[src/sv/lacc_pkg.sv]
// Package for the LE advertising command checker: command, result and settings
// types, operation and status codes, range limits.
// No dependencies.
package lacc_pkg;

  localparam int unsigned OpW       = 3;
  localparam int unsigned IntervalW = 16;
  localparam int unsigned AddrW     = 48;
  localparam int unsigned ByteW     = 8;
  localparam int unsigned LenW      = 5;

  localparam logic [IntervalW-1:0] IntervalHigh      = 16'h4000;
  localparam logic [IntervalW-1:0] IntervalLowConn    = 16'h0020;
  localparam logic [IntervalW-1:0] IntervalLowNonconn = 16'h00a0;
  localparam logic [IntervalW-1:0] IntervalReset      = 16'h0800;
  localparam logic [ByteW-1:0]     MaxDataLen         = 8'h1f;
  localparam logic [2:0]           ChannelsReset      = 3'h7;

  typedef enum logic [OpW-1:0] {
    OP_SET_PARAMS = 3'd0,
    OP_SET_ENABLE = 3'd1,
    OP_ADV_LEN    = 3'd2,
    OP_SCAN_LEN   = 3'd3,
    OP_RESET      = 3'd4
  } op_e;

  typedef enum logic [1:0] {
    ST_OK         = 2'd0,
    ST_INVALID    = 2'd1,
    ST_DISALLOWED = 2'd2
  } status_e;

  typedef enum logic {
    EV_COMPLETE = 1'b0,
    EV_STATUS   = 1'b1
  } event_e;

  typedef enum logic [1:0] {
    ADV_IND     = 2'd0,
    ADV_DIRECT  = 2'd1,
    ADV_SCAN    = 2'd2,
    ADV_NONCONN = 2'd3
  } adv_type_e;

  typedef struct packed {
    logic [OpW-1:0]       operation;
    logic [IntervalW-1:0] interval_lo;
    logic [IntervalW-1:0] interval_hi;
    logic [ByteW-1:0]     adv_type;
    logic [ByteW-1:0]     own_address_kind;
    logic [ByteW-1:0]     peer_address_kind;
    logic [AddrW-1:0]     peer_address;
    logic [ByteW-1:0]     channel_select;
    logic [ByteW-1:0]     filter_mode;
    logic [ByteW-1:0]     enable_request;
    logic [ByteW-1:0]     payload_length;
  } cmd_t;

  typedef struct packed {
    status_e status;
    event_e  event_kind;
    logic    advertising_on;
  } rsp_t;

  typedef struct packed {
    logic [IntervalW-1:0] interval_lo;
    logic [IntervalW-1:0] interval_hi;
    logic [1:0]           adv_type;
    logic                 own_kind;
    logic [ByteW-1:0]     peer_kind;
    logic [AddrW-1:0]     peer_address;
    logic [2:0]           channels;
    logic [1:0]           filter;
    logic                 adv_enabled;
    logic [LenW-1:0]      adv_data_length;
    logic [LenW-1:0]      scan_data_length;
  } settings_t;

  localparam settings_t SettingsReset = '{
    interval_lo:      IntervalReset,
    interval_hi:      IntervalReset,
    adv_type:         2'd0,
    own_kind:         1'b0,
    peer_kind:        '0,
    peer_address:     '0,
    channels:         ChannelsReset,
    filter:           2'd0,
    adv_enabled:      1'b0,
    adv_data_length:  '0,
    scan_data_length: '0
  };

endpackage

[src/sv/lacc_check.sv]
// Command decode and parameter checks: gives the result word and the settings
// after the command. Purely combinational. Depends on lacc_pkg.
module lacc_check import lacc_pkg::*; (
  input  cmd_t      cmd_i,
  input  settings_t cur_i,
  output rsp_t      rsp_o,
  output settings_t nxt_o
);

  logic [IntervalW-1:0] lo_bound;
  logic                 interval_ok;
  status_e              par_status;
  status_e              status;

  // Bounds per advertising type: connectable undirected uses the lower floor.
  always_comb begin
    lo_bound = (cmd_i.adv_type == ByteW'(ADV_IND)) ? IntervalLowConn : IntervalLowNonconn;
    interval_ok = (cmd_i.interval_lo >= lo_bound) && (cmd_i.interval_lo <= IntervalHigh) &&
                  (cmd_i.interval_hi >= lo_bound) && (cmd_i.interval_hi <= IntervalHigh) &&
                  (cmd_i.interval_lo <= cmd_i.interval_hi);
  end

  // Set parameters checks, in priority order.
  always_comb begin
    par_status = ST_OK;
    if (cur_i.adv_enabled) begin
      par_status = ST_DISALLOWED;
    end else if (cmd_i.adv_type > ByteW'(ADV_NONCONN)) begin
      par_status = ST_INVALID;
    end else if (cmd_i.adv_type == ByteW'(ADV_DIRECT)) begin
      if (cmd_i.peer_address_kind > 8'd1) par_status = ST_INVALID;
    end else if (!interval_ok) begin
      par_status = ST_INVALID;
    end
    if (par_status == ST_OK) begin
      if (cmd_i.own_address_kind > 8'd1) begin
        par_status = ST_INVALID;
      end else if (!(cmd_i.channel_select inside {[8'd1:8'd7]})) begin
        par_status = ST_INVALID;
      end else if (cmd_i.filter_mode > 8'd3) begin
        par_status = ST_INVALID;
      end
    end
  end

  always_comb begin
    nxt_o  = cur_i;
    status = ST_INVALID;
    case (op_e'(cmd_i.operation))
      OP_SET_PARAMS: begin
        status = par_status;
        if (par_status == ST_OK) begin
          nxt_o.interval_lo  = cmd_i.interval_lo;
          nxt_o.interval_hi  = cmd_i.interval_hi;
          nxt_o.adv_type     = cmd_i.adv_type[1:0];
          nxt_o.own_kind     = cmd_i.own_address_kind[0];
          nxt_o.peer_kind    = cmd_i.peer_address_kind;
          nxt_o.peer_address = cmd_i.peer_address;
          nxt_o.channels     = cmd_i.channel_select[2:0];
          nxt_o.filter       = cmd_i.filter_mode[1:0];
        end
      end
      OP_SET_ENABLE: begin
        if (cmd_i.enable_request > 8'd1) begin
          status = ST_INVALID;
        end else if (cmd_i.enable_request[0] == cur_i.adv_enabled) begin
          status = ST_DISALLOWED;
        end else begin
          status = ST_OK;
          nxt_o.adv_enabled = cmd_i.enable_request[0];
        end
      end
      OP_ADV_LEN, OP_SCAN_LEN: begin
        if (cmd_i.payload_length > MaxDataLen) begin
          status = ST_INVALID;
        end else begin
          status = ST_OK;
          if (op_e'(cmd_i.operation) == OP_ADV_LEN) begin
            nxt_o.adv_data_length = cmd_i.payload_length[LenW-1:0];
          end else begin
            nxt_o.scan_data_length = cmd_i.payload_length[LenW-1:0];
          end
        end
      end
      OP_RESET: begin
        status = ST_OK;
        nxt_o  = SettingsReset;
      end
      default: begin
        status = ST_INVALID;
      end
    endcase
  end

  assign rsp_o.status         = status;
  assign rsp_o.event_kind     = (status == ST_OK) ? EV_COMPLETE : EV_STATUS;
  assign rsp_o.advertising_on = nxt_o.adv_enabled;

endmodule

[config.mk]
export PLATFORM = sky130hd
export DESIGN_NAME = lacc_check
export DESIGN_NICKNAME = d
export VERILOG_FILES = /design/src/sv/lacc_pkg.sv /design/src/sv/lacc_check.sv
export SDC_FILE = /design/constraint.sdc
export NUM_CORES = 1
export LEC_CHECK = 0
export ABC_AREA = 0
export BUFFER_PORTS_ARGS = -buffer_cell sky130_fd_sc_hd__buf_2
export CAP_MARGIN = 20
export CORE_AREA = 10 10 130 132
export DETAILED_ROUTE_END_ITERATION = 7
export DIE_AREA = 0 0 140 142
export PLACE_DENSITY_LB_ADDON = 0.1
export SYNTH_ARGS = -nofsm -noshare
export SYNTH_HDL_FRONTEND = slang
export SYNTH_SLANG_ARGS = --single-unit
[constraint.sdc]
create_clock -name vclk -period 9.6
set_input_delay 2.88 -clock vclk [all_inputs]
set_output_delay 2.88 -clock vclk [all_outputs]
set_load 0.05 [all_outputs]
==> metrics.txt <==
run status finished, final reports clean; post-CTS setup buffer count 0; critical setup path kind in2out; worst path bufs/invs 3; final slew viol count 0; Synth cell types 36; top cell type's share of synthesized area 0.221; Iter 0 DRT Violations 253; hold buffers post-CTS 0; TritonRoute pass-1 iters 6; Pwr per Cell Area around 65 nW/um2; register area share after synthesis 0; Non-Filler Instances about 1100; Area contributors post-synth nand2_1 22%, nand3b_1 21%, o211ai_1 21%; final setup vio count 0; die area slightly below 20000 um2; final wirelength ~20000 um; net count after synthesis between 800 and 900; cell leakage power 0.00255 uW; IO Port Bufs about 360; Worst Path Arrival 5.85 ns; Worst Path Required approximately 6.7 ns; Post-DP HPWL ~17000 um; Gates resized, CTS repair 0; WL/cell about 18 um; Rel. slew slack 0.299; P_int between 100 and 150 uW; leading cell type in the layout, fill and taps excluded buf_2; dpl ws 0.846 ns; worst-path cell chain buf_2 -> or4_1 -> or4_1 -> a211o_1 -> nand4_1 -> a221o_4 -> buf_12 -> nand3b_1 -> o211ai_1 -> buf_2; initial antenna violation count 1; vias in the first global route 5278; Final Hold Fails 0; chip height around 140 um; Residual DRC 0; NumNets Final approximately 1200; Clk pwr share 0; clock buf count 0; GRT Total Usage 0.179; GP Congestion between 0.8 and 0.9; Inst Count DP 1082; Boundary Pins roughly 360; commonest non-fill, non-tap cells in the layout 357 x buf_2, 196 x nand2_1, 92 x o211ai_1, 92 x nand3b_1, 19 x inv_1; NetSw around 230 uW; RSZ-0062 raised after global routing false; crit share post-route 0.909; DR vias between 5000 and 6000; Max Freq about 0.11 GHz; max cap viols 0; # diodes 0; FF+latch count 0; Slowest Stage Delay on Critical Path around 0.54 ns; Tmin final roughly 8.7 ns; die width around 140 um; synthesized area between 3000 and 4000 um2; maximum vdd drop around 39 uV; share of layout cells above drive strength 1 0.414; drt via density slightly above 5; Final WS setup 0.869 ns; YS warnings 0; largest net degree at the start of global routing 97; Mean Syn Cell Area approximately 5.7 um2; Net Sw Frac 0.690; CP max-delay cell or4_1; Slew @ Worst Pin around 1.1 ns; Worst setup EP type output pin; first-pass GRT wire length around 30000 um; grt total ovfl 0; area leader, netlist nand2_1; register area 0 um2; Combinational Power Share 1.000; CP top delay family simple AND/OR/NAND/NOR gates; final antenna-violating net count 0; Area growth syn-to-layout 57.3%; setup_tns 0 ns; Cells after Synth around 590; CP Launch Type input port; Initial Utilization 0.232; num rows 44; Worst Path Max Fanout slightly above 60; core area between 10000 and 15000 um2; Flop pwr share 0; Min-Delay Path Class in2out
==> path summary, 6_finish.rpt <==
kind | slack (ns) | from | endpoint | cells past startpoint
setup / recovery | 0.87 | cmd_i[132] | nxt_o[83] | 10
hold / removal | 6.15 | cur_i[4] | nxt_o[4] | 4
==> metal layers <==
metal  wire length (um)  up-vias  global-route usage
li1                   -     2750                   -
met1               7880     2422               0.207
met2              10000      259               0.326
met3               1860       14              0.0551
met4                196        2              0.0158
met5                 13        -                   0
==> power by group through the flow <==
stage | combinational [uW] | clock, uW | sequential [uW]
6_report | 339 | 0 | 0
5_1_grt | 365 | 0 | 0
4_1_cts | 344 | 0 | 0
3_5_place_dp | 343 | 0 | 0
3_3_place_gp | 342 | 0 | 0
2_1_floorplan | 221 | 0 | 0
==> cell type report <==
| type | instances | area (um2) |
|---|---|---|
| Fill cell | 1677 | 9080 |
| Inverter | 19 | 71.3 |
| Multi-Input combinational cell | 512 | 3030 |
| Tap cell | 184 | 230 |
| Timing Repair Buffer | 367 | 1900 |
==> metrics by stage <==
| stage | util | instance area [um2] | hold slack (ns) | power [uW] |
|---|---|---|---|---|
| global route | 0.365 | 5230 | 6.19 | 365 |
| CTS | 0.365 | 5230 | 6.15 | 344 |
| finish | 0.365 | 5230 | 6.15 | 339 |
| floorplan | - | 3330 | 5.94 | 221 |
| global placement | 0.365 | 5230 | 6.16 | 342 |
| detailed placement | 0.365 | 5230 | 6.15 | 343 |
==> logic make-up after synthesis <==
group | Yosys count | synth area share
AO/OA/AOI/OAI | 128 | 0.283
adder cells (fa/ha/maj) | 16 | 0.0602
buffers and inverters | 75 | 0.0959
AND/OR/NAND/NOR | 368 | 0.561
==> synthesized netlist by cell type <==
| master | count |
|---|---|
| a41oi_1 | 1 |
| inv_1 | 19 |
| or4_1 | 4 |
| buf_4 | 2 |
| nor3b_1 | 5 |
| a31oi_1 | 2 |
| nand3b_1 | 92 |
| nand2_1 | 196 |
| a211oi_1 | 1 |
| a21oi_1 | 11 |
| nand2b_1 | 2 |
| a21boi_0 | 3 |
| o21a_1 | 1 |
| a22o_1 | 5 |
| nor4_1 | 18 |
| or3_1 | 2 |
| a311oi_1 | 1 |
| ha_1 | 16 |
| buf_6 | 1 |
| nor2_1 | 18 |
| nand3_1 | 13 |
| and3_1 | 1 |
| o221ai_1 | 1 |
| nand4_1 | 5 |
| o211ai_1 | 92 |
| clkbuf_1 | 35 |
| or2_2 | 3 |
| a2111oi_0 | 1 |
| o22ai_1 | 1 |
| a211o_1 | 2 |
| a32o_1 | 1 |
| a21o_1 | 1 |
| o21ai_0 | 3 |
| buf_2 | 18 |
| nor3_1 | 9 |
| a221o_1 | 1 |
==> tightest hold or removal path: cells and delay by family <==
family / cells / cell delay (ns)
buffers and inverters: 2 / 0.29
AND/OR/NAND/NOR: 2 / 0.09
(Power assumes the default switching activity.)
